[config.mk]
export PLATFORM = sky130hd
export DESIGN_NAME = draw_call_batch_merger_flat
export DESIGN_NICKNAME = d
export VERILOG_FILES = /design/src/hw/rtl/dcbm_pkg.sv /design/src/hw/rtl/dcbm_call_if.sv /design/src/hw/rtl/dcbm_batch_if.sv /design/src/hw/rtl/dcbm_front.sv /design/src/hw/rtl/dcbm_queue.sv /design/src/hw/rtl/dcbm_back.sv /design/src/hw/rtl/draw_call_batch_merger.sv /design/src/flat_wrapper.sv
export SDC_FILE = /design/constraint.sdc
export NUM_CORES = 2
export LEC_CHECK = 0
export BUFFER_PORTS_ARGS = -buffer_cell sky130_fd_sc_hd__buf_2
export CORE_ASPECT_RATIO = 0.5
export CORE_MARGIN = 3
export CORE_UTILIZATION = 57
export CTS_BUF_LIST = sky130_fd_sc_hd__clkbuf_4
export CTS_CLUSTER_DIAMETER = 50
export DETAILED_ROUTE_END_ITERATION = 16
export GPL_TIMING_DRIVEN = 0
export PLACE_DENSITY = 0.79
export SLEW_MARGIN = 20
export SYNTH_ARGS = -nofsm -noshare
export SYNTH_HDL_FRONTEND = slang
export SYNTH_SLANG_ARGS = --single-unit
[constraint.sdc]
create_clock -name clk -period 11.9 [get_ports clk]
set_input_delay 0.595 -clock clk [delete_from_list [all_inputs] [get_ports clk]]
set_output_delay 0.595 -clock clk [all_outputs]
set_load 0.1 [all_outputs]
[src/hw/rtl/dcbm_pkg.sv]
// ----------------------------------------------------------------------------
// Draw-call batch merger package
// Shared call record, queue push record and default queue depth.
// ----------------------------------------------------------------------------
package dcbm_pkg;

	// Default depth of the queue between front and back (power of two, >= 2)
	localparam int unsigned QueueDepthDefault = 4;

	// One merged draw call as it leaves the block
	typedef struct packed {
		logic        [31:0] texture;
		logic        [31:0] shader;
		logic        [3:0]  blend;
		logic               clip_enable;
		logic signed [15:0] clip_x;
		logic signed [15:0] clip_y;
		logic signed [15:0] clip_w;
		logic signed [15:0] clip_h;
		logic        [31:0] first_vertex;
		logic        [31:0] num_vertices;
		logic               final_call;
	} call_t;

	// One write request from the front into the queue
	typedef struct packed {
		logic  valid;
		call_t call;
	} push_t;

endpackage

[src/hw/rtl/dcbm_call_if.sv]
// ----------------------------------------------------------------------------
// Draw-call input channel
// Valid/ready channel carrying one incoming draw call per request.
// ----------------------------------------------------------------------------
interface dcbm_call_if;
	logic               valid;
	logic               ready;
	logic        [31:0] texture_handle;
	logic        [31:0] shader_handle;
	logic        [3:0]  blend_select;
	logic               clip_enable;
	logic signed [15:0] clip_x;
	logic signed [15:0] clip_y;
	logic signed [15:0] clip_w;
	logic signed [15:0] clip_h;
	logic        [31:0] first_vertex;
	logic        [31:0] num_vertices;
	logic               end_of_list;

	modport source (
		output valid, texture_handle, shader_handle, blend_select, clip_enable,
		       clip_x, clip_y, clip_w, clip_h, first_vertex, num_vertices, end_of_list,
		input  ready
	);

	modport sink (
		input  valid, texture_handle, shader_handle, blend_select, clip_enable,
		       clip_x, clip_y, clip_w, clip_h, first_vertex, num_vertices, end_of_list,
		output ready
	);
endinterface

[src/hw/rtl/dcbm_batch_if.sv]
// ----------------------------------------------------------------------------
// Merged-batch output channel
// Valid/ready channel carrying one merged draw call per request.
// ----------------------------------------------------------------------------
interface dcbm_batch_if;
	logic               valid;
	logic               ready;
	logic        [31:0] out_texture;
	logic        [31:0] out_program;
	logic        [3:0]  out_blend;
	logic               out_clip_enable;
	logic signed [15:0] out_clip_x;
	logic signed [15:0] out_clip_y;
	logic signed [15:0] out_clip_w;
	logic signed [15:0] out_clip_h;
	logic        [31:0] out_first_vertex;
	logic        [31:0] out_num_vertices;
	logic               final_call;

	modport source (
		output valid, out_texture, out_program, out_blend, out_clip_enable,
		       out_clip_x, out_clip_y, out_clip_w, out_clip_h,
		       out_first_vertex, out_num_vertices, final_call,
		input  ready
	);

	modport sink (
		input  valid, out_texture, out_program, out_blend, out_clip_enable,
		       out_clip_x, out_clip_y, out_clip_w, out_clip_h,
		       out_first_vertex, out_num_vertices, final_call,
		output ready
	);
endinterface

[src/hw/rtl/dcbm_front.sv]
// ----------------------------------------------------------------------------
// Draw-call batch merger front end
// Holds the pending call, classifies each incoming call as fold or break,
// and issues up to two queue writes per accepted call.
// ----------------------------------------------------------------------------
module dcbm_front (
	input  logic            clk,
	input  logic            arst_n,
	dcbm_call_if.sink       calls,
	input  logic            room,
	output dcbm_pkg::push_t push_a,
	output dcbm_pkg::push_t push_b,
	output logic            pend_valid
);

	logic            pend_valid_q;
	dcbm_pkg::call_t pend_q;
	logic [31:0]     pend_end_q;

	logic            accept;
	logic            same_state;
	logic            merge;
	logic [31:0]     sum_count;
	dcbm_pkg::call_t incoming;
	dcbm_pkg::call_t merged;

	assign calls.ready = room;
	assign accept      = calls.valid & room;
	assign pend_valid  = pend_valid_q;

	// Classify: fold when state matches and the vertex range continues
	always_comb begin
		same_state = (pend_q.texture == calls.texture_handle) &&
		             (pend_q.shader == calls.shader_handle) &&
		             (pend_q.blend == calls.blend_select) &&
		             (pend_q.clip_enable == calls.clip_enable) &&
		             (!pend_q.clip_enable ||
		              ((pend_q.clip_x == calls.clip_x) && (pend_q.clip_y == calls.clip_y) &&
		               (pend_q.clip_w == calls.clip_w) && (pend_q.clip_h == calls.clip_h))) &&
		             (pend_end_q == calls.first_vertex);
		merge      = pend_valid_q & same_state;
		sum_count  = pend_q.num_vertices + calls.num_vertices;
	end

	// Build the incoming and the folded records
	always_comb begin
		incoming.texture      = calls.texture_handle;
		incoming.shader       = calls.shader_handle;
		incoming.blend        = calls.blend_select;
		incoming.clip_enable  = calls.clip_enable;
		incoming.clip_x       = calls.clip_x;
		incoming.clip_y       = calls.clip_y;
		incoming.clip_w       = calls.clip_w;
		incoming.clip_h       = calls.clip_h;
		incoming.first_vertex = calls.first_vertex;
		incoming.num_vertices = calls.num_vertices;
		incoming.final_call   = 1'b0;

		merged              = pend_q;
		merged.num_vertices = sum_count;
	end

	// Issue writes: the broken-off pending call first, then the flush
	always_comb begin
		push_a.valid           = accept & pend_valid_q & ~merge;
		push_a.call            = pend_q;
		push_a.call.final_call = 1'b0;

		push_b.valid           = accept & calls.end_of_list;
		push_b.call            = merge ? merged : incoming;
		push_b.call.final_call = 1'b1;
	end

	// Hold or drop the pending call
	always_ff @(posedge clk or negedge arst_n) begin
		if (!arst_n) begin
			pend_valid_q <= 1'b0;
		end else if (accept) begin
			pend_valid_q <= ~calls.end_of_list;
		end
	end

	// Fold into or replace the pending payload; track its end vertex
	always_ff @(posedge clk) begin
		if (accept) begin
			if (merge) begin
				pend_q.num_vertices <= sum_count;
				pend_end_q          <= pend_end_q + calls.num_vertices;
			end else begin
				pend_q     <= incoming;
				pend_end_q <= calls.first_vertex + calls.num_vertices;
			end
		end
	end

endmodule

[src/hw/rtl/dcbm_queue.sv]
// ----------------------------------------------------------------------------
// Draw-call batch merger queue
// Small register queue, two writes and one read per cycle, between the
// front end and the output stage.
// ----------------------------------------------------------------------------
module dcbm_queue #(
	parameter int unsigned Depth = dcbm_pkg::QueueDepthDefault,
	parameter int unsigned CntW  = $clog2(Depth + 1)
) (
	input  logic            clk,
	input  logic            arst_n,
	input  dcbm_pkg::push_t push_a,
	input  dcbm_pkg::push_t push_b,
	input  logic            pop,
	output dcbm_pkg::call_t head,
	output logic            head_valid,
	output logic            room,
	output logic [CntW-1:0] level
);

	localparam int unsigned PtrW = (Depth > 1) ? $clog2(Depth) : 1;

	dcbm_pkg::call_t mem [Depth];
	logic [PtrW-1:0] head_q;
	logic [PtrW-1:0] tail_q;
	logic [CntW-1:0] level_q;
	logic [PtrW-1:0] wr_b_idx;

	// Second write lands after the first, or at the tail when alone
	assign wr_b_idx   = tail_q + PtrW'(push_a.valid);
	assign head       = mem[head_q];
	assign head_valid = (level_q != '0);
	assign room       = (level_q <= CntW'(Depth - 2));
	assign level      = level_q;

	// Store written entries
	always_ff @(posedge clk) begin
		if (push_a.valid) begin
			mem[tail_q] <= push_a.call;
		end
		if (push_b.valid) begin
			mem[wr_b_idx] <= push_b.call;
		end
	end

	// Advance pointers and fill level
	always_ff @(posedge clk or negedge arst_n) begin
		if (!arst_n) begin
			head_q  <= '0;
			tail_q  <= '0;
			level_q <= '0;
		end else begin
			tail_q  <= tail_q + PtrW'(push_a.valid) + PtrW'(push_b.valid);
			head_q  <= head_q + PtrW'(pop);
			level_q <= level_q + CntW'(push_a.valid) + CntW'(push_b.valid) - CntW'(pop);
		end
	end

endmodule

[src/hw/rtl/dcbm_back.sv]
// ----------------------------------------------------------------------------
// Draw-call batch merger output stage
// Output register that drains the queue onto the batch channel.
// ----------------------------------------------------------------------------
module dcbm_back (
	input  logic            clk,
	input  logic            arst_n,
	input  dcbm_pkg::call_t head,
	input  logic            head_valid,
	output logic            pop,
	dcbm_batch_if.source    batches
);

	logic            out_valid_q;
	dcbm_pkg::call_t out_q;
	logic            load;

	// Take the queue head when the register is empty or being drained
	assign load = head_valid & (~out_valid_q | batches.ready);
	assign pop  = load;

	always_ff @(posedge clk or negedge arst_n) begin
		if (!arst_n) begin
			out_valid_q <= 1'b0;
		end else if (load) begin
			out_valid_q <= 1'b1;
		end else if (batches.ready) begin
			out_valid_q <= 1'b0;
		end
	end

	always_ff @(posedge clk) begin
		if (load) begin
			out_q <= head;
		end
	end

	// Drive the channel from the register
	assign batches.valid            = out_valid_q;
	assign batches.out_texture      = out_q.texture;
	assign batches.out_program      = out_q.shader;
	assign batches.out_blend        = out_q.blend;
	assign batches.out_clip_enable  = out_q.clip_enable;
	assign batches.out_clip_x       = out_q.clip_x;
	assign batches.out_clip_y       = out_q.clip_y;
	assign batches.out_clip_w       = out_q.clip_w;
	assign batches.out_clip_h       = out_q.clip_h;
	assign batches.out_first_vertex = out_q.first_vertex;
	assign batches.out_num_vertices = out_q.num_vertices;
	assign batches.final_call       = out_q.final_call;

endmodule

[src/hw/rtl/draw_call_batch_merger.sv]
// ----------------------------------------------------------------------------
// Draw-call batch merger
// Folds consecutive draw calls that share texture, shader, blend mode and
// scissor state and whose vertex ranges join up into one larger call.
//
// Channels: calls (sink) carries incoming draw calls; batches (source)
// carries merged calls. Both are valid/ready; a request moves on a rising
// edge with valid and ready high.
// Throughput: one call per cycle while batches is not stalled. A call that
// breaks a batch and also ends the list produces two results, which drain
// one after the other. A result is written to the queue when the call that
// closes it is taken (the next non-matching call, or a call with
// end_of_list), then passes through the output register onto batches; the
// second of a pair follows the first.
// calls.ready is high while the queue between front end and output register
// has room for two entries, so a stalled receiver fills the queue and then
// holds off calls; no result is lost.
// Reset: nothing is pending and the queue and output register are empty.
// QueueDepth must be a power of two and at least 2.
// ----------------------------------------------------------------------------
module draw_call_batch_merger #(
	parameter int unsigned QueueDepth = dcbm_pkg::QueueDepthDefault
) (
	input  logic         clk,
	input  logic         arst_n,
	dcbm_call_if.sink    calls,
	dcbm_batch_if.source batches
);

	localparam int unsigned CntW = $clog2(QueueDepth + 1);

	dcbm_pkg::push_t push_a;
	dcbm_pkg::push_t push_b;
	dcbm_pkg::call_t head;
	logic            head_valid;
	logic            pop;
	logic            room;
	logic            pend_valid;
	logic [CntW-1:0] level;

	dcbm_front u_front (
		.clk        (clk),
		.arst_n     (arst_n),
		.calls      (calls),
		.room       (room),
		.push_a     (push_a),
		.push_b     (push_b),
		.pend_valid (pend_valid)
	);

	dcbm_queue #(
		.Depth (QueueDepth),
		.CntW  (CntW)
	) u_queue (
		.clk        (clk),
		.arst_n     (arst_n),
		.push_a     (push_a),
		.push_b     (push_b),
		.pop        (pop),
		.head       (head),
		.head_valid (head_valid),
		.room       (room),
		.level      (level)
	);

	dcbm_back u_back (
		.clk        (clk),
		.arst_n     (arst_n),
		.head       (head),
		.head_valid (head_valid),
		.pop        (pop),
		.batches    (batches)
	);

	// Queue never holds more than its depth
	a_level_bound: assert property (@(posedge clk) disable iff (!arst_n)
		level <= CntW'(QueueDepth))
		else $error("queue level exceeds depth");

	// A call is only taken with space for two results
	a_room_on_accept: assert property (@(posedge clk) disable iff (!arst_n)
		(calls.valid && calls.ready) |-> (level <= CntW'(QueueDepth - 2)))
		else $error("call accepted without room for two results");

	// End of list leaves nothing pending
	a_flush_clears: assert property (@(posedge clk) disable iff (!arst_n)
		(calls.valid && calls.ready && calls.end_of_list) |=> !pend_valid)
		else $error("pending call survives end of list");

	// A first call of a batch that does not end the list writes nothing
	a_first_no_write: assert property (@(posedge clk) disable iff (!arst_n)
		(calls.valid && calls.ready && !pend_valid && !calls.end_of_list)
		|=> (level <= $past(level)))
		else $error("result written for a freshly held call");

endmodule

[src/flat_wrapper.sv]
// flat-port wrapper written by rule: the top's interface ports become plain ports
module draw_call_batch_merger_flat 
#(
	parameter int unsigned QueueDepth = dcbm_pkg::QueueDepthDefault
)
  (clk, arst_n, calls_valid, calls_texture_handle, calls_shader_handle, calls_blend_select, calls_clip_enable, calls_clip_x, calls_clip_y, calls_clip_w, calls_clip_h, calls_first_vertex, calls_num_vertices, calls_end_of_list, calls_ready, batches_valid, batches_out_texture, batches_out_program, batches_out_blend, batches_out_clip_enable, batches_out_clip_x, batches_out_clip_y, batches_out_clip_w, batches_out_clip_h, batches_out_first_vertex, batches_out_num_vertices, batches_final_call, batches_ready);
  dcbm_call_if calls_i ();
  dcbm_batch_if batches_i ();
  input  logic clk;
  input  logic arst_n;
  input wire logic [$bits(calls_i.valid)-1:0] calls_valid;
  input wire logic [$bits(calls_i.texture_handle)-1:0] calls_texture_handle;
  input wire logic [$bits(calls_i.shader_handle)-1:0] calls_shader_handle;
  input wire logic [$bits(calls_i.blend_select)-1:0] calls_blend_select;
  input wire logic [$bits(calls_i.clip_enable)-1:0] calls_clip_enable;
  input wire logic [$bits(calls_i.clip_x)-1:0] calls_clip_x;
  input wire logic [$bits(calls_i.clip_y)-1:0] calls_clip_y;
  input wire logic [$bits(calls_i.clip_w)-1:0] calls_clip_w;
  input wire logic [$bits(calls_i.clip_h)-1:0] calls_clip_h;
  input wire logic [$bits(calls_i.first_vertex)-1:0] calls_first_vertex;
  input wire logic [$bits(calls_i.num_vertices)-1:0] calls_num_vertices;
  input wire logic [$bits(calls_i.end_of_list)-1:0] calls_end_of_list;
  output wire logic [$bits(calls_i.ready)-1:0] calls_ready;
  output wire logic [$bits(batches_i.valid)-1:0] batches_valid;
  output wire logic [$bits(batches_i.out_texture)-1:0] batches_out_texture;
  output wire logic [$bits(batches_i.out_program)-1:0] batches_out_program;
  output wire logic [$bits(batches_i.out_blend)-1:0] batches_out_blend;
  output wire logic [$bits(batches_i.out_clip_enable)-1:0] batches_out_clip_enable;
  output wire logic [$bits(batches_i.out_clip_x)-1:0] batches_out_clip_x;
  output wire logic [$bits(batches_i.out_clip_y)-1:0] batches_out_clip_y;
  output wire logic [$bits(batches_i.out_clip_w)-1:0] batches_out_clip_w;
  output wire logic [$bits(batches_i.out_clip_h)-1:0] batches_out_clip_h;
  output wire logic [$bits(batches_i.out_first_vertex)-1:0] batches_out_first_vertex;
  output wire logic [$bits(batches_i.out_num_vertices)-1:0] batches_out_num_vertices;
  output wire logic [$bits(batches_i.final_call)-1:0] batches_final_call;
  input wire logic [$bits(batches_i.ready)-1:0] batches_ready;
  assign calls_i.valid = calls_valid;
  assign calls_i.texture_handle = calls_texture_handle;
  assign calls_i.shader_handle = calls_shader_handle;
  assign calls_i.blend_select = calls_blend_select;
  assign calls_i.clip_enable = calls_clip_enable;
  assign calls_i.clip_x = calls_clip_x;
  assign calls_i.clip_y = calls_clip_y;
  assign calls_i.clip_w = calls_clip_w;
  assign calls_i.clip_h = calls_clip_h;
  assign calls_i.first_vertex = calls_first_vertex;
  assign calls_i.num_vertices = calls_num_vertices;
  assign calls_i.end_of_list = calls_end_of_list;
  assign calls_ready = calls_i.ready;
  assign batches_valid = batches_i.valid;
  assign batches_out_texture = batches_i.out_texture;
  assign batches_out_program = batches_i.out_program;
  assign batches_out_blend = batches_i.out_blend;
  assign batches_out_clip_enable = batches_i.out_clip_enable;
  assign batches_out_clip_x = batches_i.out_clip_x;
  assign batches_out_clip_y = batches_i.out_clip_y;
  assign batches_out_clip_w = batches_i.out_clip_w;
  assign batches_out_clip_h = batches_i.out_clip_h;
  assign batches_out_first_vertex = batches_i.out_first_vertex;
  assign batches_out_num_vertices = batches_i.out_num_vertices;
  assign batches_final_call = batches_i.final_call;
  assign batches_i.ready = batches_ready;
  draw_call_batch_merger #(.QueueDepth(QueueDepth)) u_core (.clk(clk), .arst_n(arst_n), .calls(calls_i), .batches(batches_i));
endmodule
Yosys cells after proc, flatten, opt, wreduce, memory -nomap -nowiden
Memories as Yosys holds them, arrays and structs flattened. A register that Yosys moved wholly into a read port is not among the register bits.
Cells that the tools add are included.
{"block": "word_totals", "regBits": 238, "ram_bits": 792, "out_inout_bits": 200, "word_cells": 68, "mem_count": 1}
{"name": "u_core.u_queue.mem", "depth": 4, "width": 198, "read_ports": 1, "rd_clocked_by_memory_dff": 1, "write_ports": 2, "line": "dcbm_queue.sv:23", "source": "dcbm_pkg::call_t mem [Depth];"}
{"block": "op_classes", "n_addsub": 9, "order_cmp": 1, "eq_ne": 9, "mux": 9, "bitwise": 10, "reduce_logical": 13}
{"cell": "$mux W198", "count": 1}
{"cell": "$add A32 B32 Y32", "count": 3}
{"cell": "$eq A32 B32 Y1", "count": 3}
{"cell": "$eq A16 B16 Y1", "count": 4}
{"cell": "$mux W32", "count": 2}
{"cell": "$logic_and A1 B1 Y1", "count": 8}
{"cell": "$add A2 B1 Y2", "count": 3}
{"cell": "$add A3 B1 Y3", "count": 2}
{"cell": "$and A1 B1 Y1", "count": 6}
{"cell": "$mux W1", "count": 6}
{"cell": "$eq A4 B4 Y1", "count": 1}
{"cell": "$le A3 B2 Y1 const B", "count": 1}
{"cell": "$not A1 Y1", "count": 3}
{"cell": "$reduce_bool A3 Y1", "count": 1}
{"cell": "$sub A3 B1 Y3", "count": 1}
{"cell": "$reduce_and A2 Y1", "count": 1}
{"cell": "$reduce_bool A2 Y1", "count": 1}
{"cell": "$eq A1 B1 Y1", "count": 1}
{"cell": "$logic_not A1 Y1", "count": 1}
{"cell": "$logic_or A1 B1 Y1", "count": 1}
{"cell": "$or A1 B1 Y1", "count": 1}

Longest topological paths before layout
{"block": "depth", "depth_word": 13, "mapped_depth": 18, "ltp_nobuf": 14}

By module
Synthesis repeated with hierarchy kept, for this count alone.
{"block": "unflattened", "cells_unflattened": 3343, "area_unflattened_um2": 57933.1}
{"module": "dcbm_queue", "instances": 1, "cells_per_inst": 1951, "area_per_inst_um2": 38237.9, "seq_area_each_um2": 23958.0}
{"module": "dcbm_front", "instances": 1, "cells_per_inst": 1190, "area_per_inst_um2": 13705.6, "seq_area_each_um2": 6901.6}
{"module": "dcbm_back", "instances": 1, "cells_per_inst": 202, "area_per_inst_um2": 5989.5, "seq_area_each_um2": 5970.7}

Least setup slack after synthesis
No wires, ideal clock.
{"block": "synth_path", "path_type": "reg2reg", "start": "register u_core.u_back.out_valid_q (netlist: u_core.u_back.batches.valid)", "end": "register u_core.u_queue.level_q[2] (netlist: u_core.u_queue.level[2])", "setup_ns": 0.123, "t_arrival_ns": 12.415, "setup_slack_ns": -0.638, "path_stages_with_launch": 7, "n_path_buf": 0, "period_less_slack_ns": 12.538, "cell_sequence": "dfrtp_1 > a21oi_1 > ha_1 > inv_1 > fa_1 > fa_1 > xnor2_1"}
{"block": "synth_via", "elab_chain_len": 4}
{"item": "start: declaration", "line": "dcbm_back.sv:14", "source": "logic out_valid_q;"}
{"item": "start signal: assignment", "line": "dcbm_back.sv:24", "source": "out_valid_q <= 1'b0;"}
{"item": "start signal: assignment", "line": "dcbm_back.sv:26", "source": "out_valid_q <= 1'b1;"}
{"item": "start signal: assignment", "line": "dcbm_back.sv:28", "source": "out_valid_q <= 1'b0;"}
{"item": "$not A1 Y1", "line": "dcbm_back.sv:19", "source": "assign load = head_valid & (~out_valid_q | batches.ready);"}
{"item": "$or A1 B1 Y1", "line": "dcbm_back.sv:19"}
{"item": "$and A1 B1 Y1", "line": "dcbm_back.sv:19"}
{"item": "named net u_core.pop", "line": "draw_call_batch_merger.sv:36", "source": "logic pop;"}
{"item": "$sub A3 B1 Y3", "line": "dcbm_queue.sv:55", "source": "level_q <= level_q + CntW'(push_a.valid) + CntW'(push_b.valid) - CntW'(pop);"}
{"item": "end signal: assignment", "line": "dcbm_queue.sv:55"}
{"item": "end: declaration", "line": "dcbm_queue.sv:26", "source": "logic [CntW-1:0] level_q;"}
The timed path passes the listed nets, and every way through them passes these cells.
A chain may end at the register's enable or synchronous reset.

==> results.md <==
* Status: complete, no violations
* Final hold vios at 0
* Flop and latch count out of synthesis at 1228
* RSZ-0062 raised after global routing: false
* Data arrival, critical path at 7.93 ns
* Largest family of logic cells by synthesized area: compound AO/OA/AOI/OAI gates
* Commonest non-fill, non-tap cells in the layout: 1215 x edfxtp_1, 623 x a22o_1, 441 x buf_2
* FP Rows at 80
* Clock root buffer: clkbuf_4
* Synth Area in XOR/XNOR at 2.81%
* Clk_skew at 0.115 ns
* CTS H-tree depth at 5
* ANT nets after route at 0
* Worst slew pin tran at approximately 1.2 ns
* Slowest CP cell: a2111o_1
* Seq/Total Area, Yosys at 65.9%
* TritonCTS buffer count at 293
* Buffer and inverter count on the worst path at 6
* Synth area leaders: edfxtp_1 65%, a22o_1 9.8%, mux4_2 8.0%, xnor2_1 2.5%, o21ai_0 1.6%
* Mux contribution to synthesized area at under 10%
* Simple-Gate Fraction of Synth Area at 4.57%
* # hold bufs at CTS at approximately 200
* Slowest stage delay, CP at 0.70 ns
* Req. time, crit path at roughly 13 ns
* Most common flop cell mapped by yosys: edfxtp_1
* Hold crit path type: input pin to register
* I/O pin cnt at 402
* Vias per cell at between 6 and 7
* Fraction of registers with async set/reset at 0.733%
* Area of the die at 102000 um^2
* Area of the multi-input gates at between 15000 and 20000 um^2
* Post-Syn Area at 55800 um^2
* Synth warnings at 0
* Number of global-route vias before repair at 39.5k
* GRT Total Usage at ~34%
* Clock latency on the worst-skew pair at 1.25 ns
* DRC Markers at 0
* Postcts setup bufs at 0
* Avg Cell Area, Syn at ~16 um^2
* Worst path cell trace: xnor2_1 > nand4_1 > nor4_1 > nand4_1 > a2111o_1 > nand2_2 > inv_2 > ha_1 > xnor2_1 > nand2_1 > clkbuf_1 > nand2_4 > buf_16 > buf_16 > buf_12 > buf_12
* Post-synth EDFFs at 1215
* Top delay family on crit path: simple AND/OR/NAND/NOR gates
* Final setup violation count at 0
* DP Cell Count at around 5.3k
* Slew Viols, Final at 0
* Top cell type by total area after synthesis: edfxtp_1
* Synth unique cells at 82
* Worst relative slew slack at 19.0%
* Fill count at 6326
* Post-detail-place hpwl at 119 mm
* Max Cap Viol at 0
* NumNets Final at 4781
* Die Span Y at 227 um
* Largest net degree at the start of global routing at 48
* Grt total ovfl at 0
* Cell Count, Final, Fillers Out at 6013
* CTS tree: done
* Setup TNS at 0 ns
* Clock slew at reported path FFs at about 0.08 ns
* Worst Setup End Kind: register
* Wire length per cell at 29.2 um
* Clock buffer depth at 4
* Crit Path Class: register to register
* DR pass1 iterations at 6
* Pwr/cell area at roughly 250 nW/um^2
* Period utilization at 59.3%
* Maximum VDD drop at 332 uV
* DR vias at 39.9k
* Initial antenna violation count at 12
* Post-Synth Adder-Cell Area at approximately 1.6%
* Post-Syn Instances at ~3.6k
* Initial DRC count at 5838
* Routed WL at 176 mm
* P&R area growth vs syn at 18.3%
* Port-buffer cells at about 400
* Top-area cell type share of the netlist area at 65.4%
* Most common library cell in the layout ignoring fill and taps: edfxtp_1
* Worst-path maximum fanout at 39
* Die X at 449 um
* Gpl congestion at 0.969
* Min Tclk post-route at ~7.1 ns
* Layout cell share with drive strength beyond 1 at 25.1%
* FF/Latch Area at 36800 um^2
* Initial Utilization at 58.0%
* Clk sink count at 1228
* Compound-cell area share of the yosys netlist at 14.2%
* Core box area at 96200 um^2
* Max Freq at 142 MHz
* First-pass GRT wire length at 254 mm
* CP startpoint kind: register
* Post_cts resized at 0
* P_leak at 0.0233 uW
* Mapped Nets at 3843
-- worst paths after layout --
check	startpoint	end	slack, ns	cells after the start
worst max-delay path	u_core.u_front.push_a[76]$_DFFE_PP_	u_core.u_queue.mem[0][82]$_DFFE_PP_	4.84	16
worst min-delay path	calls_first_vertex[31]	u_core.u_front.push_a[64]$_DFFE_PP_	0.18	2
worst max register to register	u_core.u_front.push_a[76]$_DFFE_PP_	u_core.u_queue.mem[0][82]$_DFFE_PP_	4.84	16
worst min register to register	u_core.u_queue.mem[0][0]$_SDFFE_PP1P_	u_core.u_queue.mem[0][0]$_SDFFE_PP1P_	0.46	2
max in group asynchronous	arst_n	u_core.u_queue.level[0]$_DFF_PN0_	10.98	3
min in group asynchronous	arst_n	u_core.u_queue.level[1]$_DFF_PN0_	0.51	3
-- routing by layer --
metal  part of all wire [%]  track usage [%]  vias up
li1                       -                -    16523
met1                     34             42.9    19591
met5                 0.0051                0        -
met3                     13             10.0      602
met4                    5.5             18.8        2
met2                     47             53.8     3163
-- logic make-up (layout without fill, tap and decap cells) --
kind of cell / after synthesis / after routing
AO/OA/AOI/OAI: 1030 / 1030
other: 0 / 15
adder cells (fa/ha/maj): 71 / 71
multiplexers: 214 / 214
AND/OR/NAND/NOR: 507 / 507
XOR/XNOR: 179 / 179
buffers and inverters: 341 / 1457
flip-flops: 1228 / 1228
-- area by class of cell --
type                            count  share of cell area (%)
Timing Repair Buffer              643                    7.60
Inverter                           81                   0.460
Buffer                            260                    1.76
Multi-Input combinational cell   2001                    26.7
Antenna cell                       15                  0.0568
Clock buffer                      424                    4.82
Clock inverter                     49                   0.403
Tap cell                         1312                    2.49
Sequential cell                  1228                    55.7
-- power breakdown --
| group | total (uW) | internal [uW] | switching (uW) |
|---|---|---|---|
| Clock | 3410 | 1690 | 1720 |
| Sequential | 6710 | 6200 | 506 |
| Combinational | 6690 | 1750 | 4940 |
-- cell usage after synthesis (all sizes together), types with 21 or more instances --
cell and n:
nand2 199, nor3 21, a21o 33, ha 67, nand4 59, a21oi 74
nand2b 69, clkbuf 165, a22o 623, mux4 198, edfxtp 1215, o21ai 198
nor2 64, buf 95, xnor2 161, inv 81
-- state kept, by name, indices dropped and copies added, names as in the netlist --
signal,flops
u_core.u_front.pend_valid,1
u_core.u_queue.head_q,2
u_core.u_queue.mem,792
u_core.u_back.batches.out_program,32
u_core.u_back.batches.final_call,1
u_core.u_front.pend_end_q,32
u_core.u_back.batches.out_clip_h,16
u_core.u_queue.tail_q,2
u_core.u_back.batches.out_first_vertex,32
u_core.u_back.batches.out_texture,32
u_core.u_queue.level,3
u_core.u_back.batches.out_clip_y,16
u_core.u_back.batches.out_num_vertices,32
u_core.u_back.batches.valid,1
u_core.u_back.batches.out_blend,4
u_core.u_back.batches.out_clip_w,16
u_core.u_back.batches.out_clip_x,16
u_core.u_front.push_a,197
u_core.u_back.batches.out_clip_enable,1
-- worst register-to-register path: stages, from the launching register on --
cell      delay (ns)
edfxtp_1        0.48
xnor2_1         0.46
nand4_1         0.22
nor4_1          0.48
nand4_1         0.52
a2111o_1        0.71
nand2_2         0.19
inv_2           0.12
ha_1            0.21
xnor2_1         0.48
nand2_1         0.51
clkbuf_1        0.47
nand2_4         0.60
buf_16          0.33
buf_16          0.35
buf_12          0.29
buf_12          0.28
-- per-stage QoR --
step / hold WS (ns) / cell area [um^2] / util [%] / setup slack (ns) / total power [uW]
6_report: 0.175 / 66100 / 68.7 / 4.84 / 16800
5_1_grt: 0.138 / 66000 / 68.7 / 4.73 / 17300
4_1_cts: 0.0210 / 66000 / 68.6 / 5.05 / 16700
3_5_place_dp: 0.446 / 60500 / 62.9 / 4.86 / 13300
3_3_place_gp: 0.426 / 59500 / 61.8 / -2.24 / 13300
2_1_floorplan: 0.299 / 55800 / - / 3.18 / 11600
No activity file was read; power rests on OpenSTA's default activity.
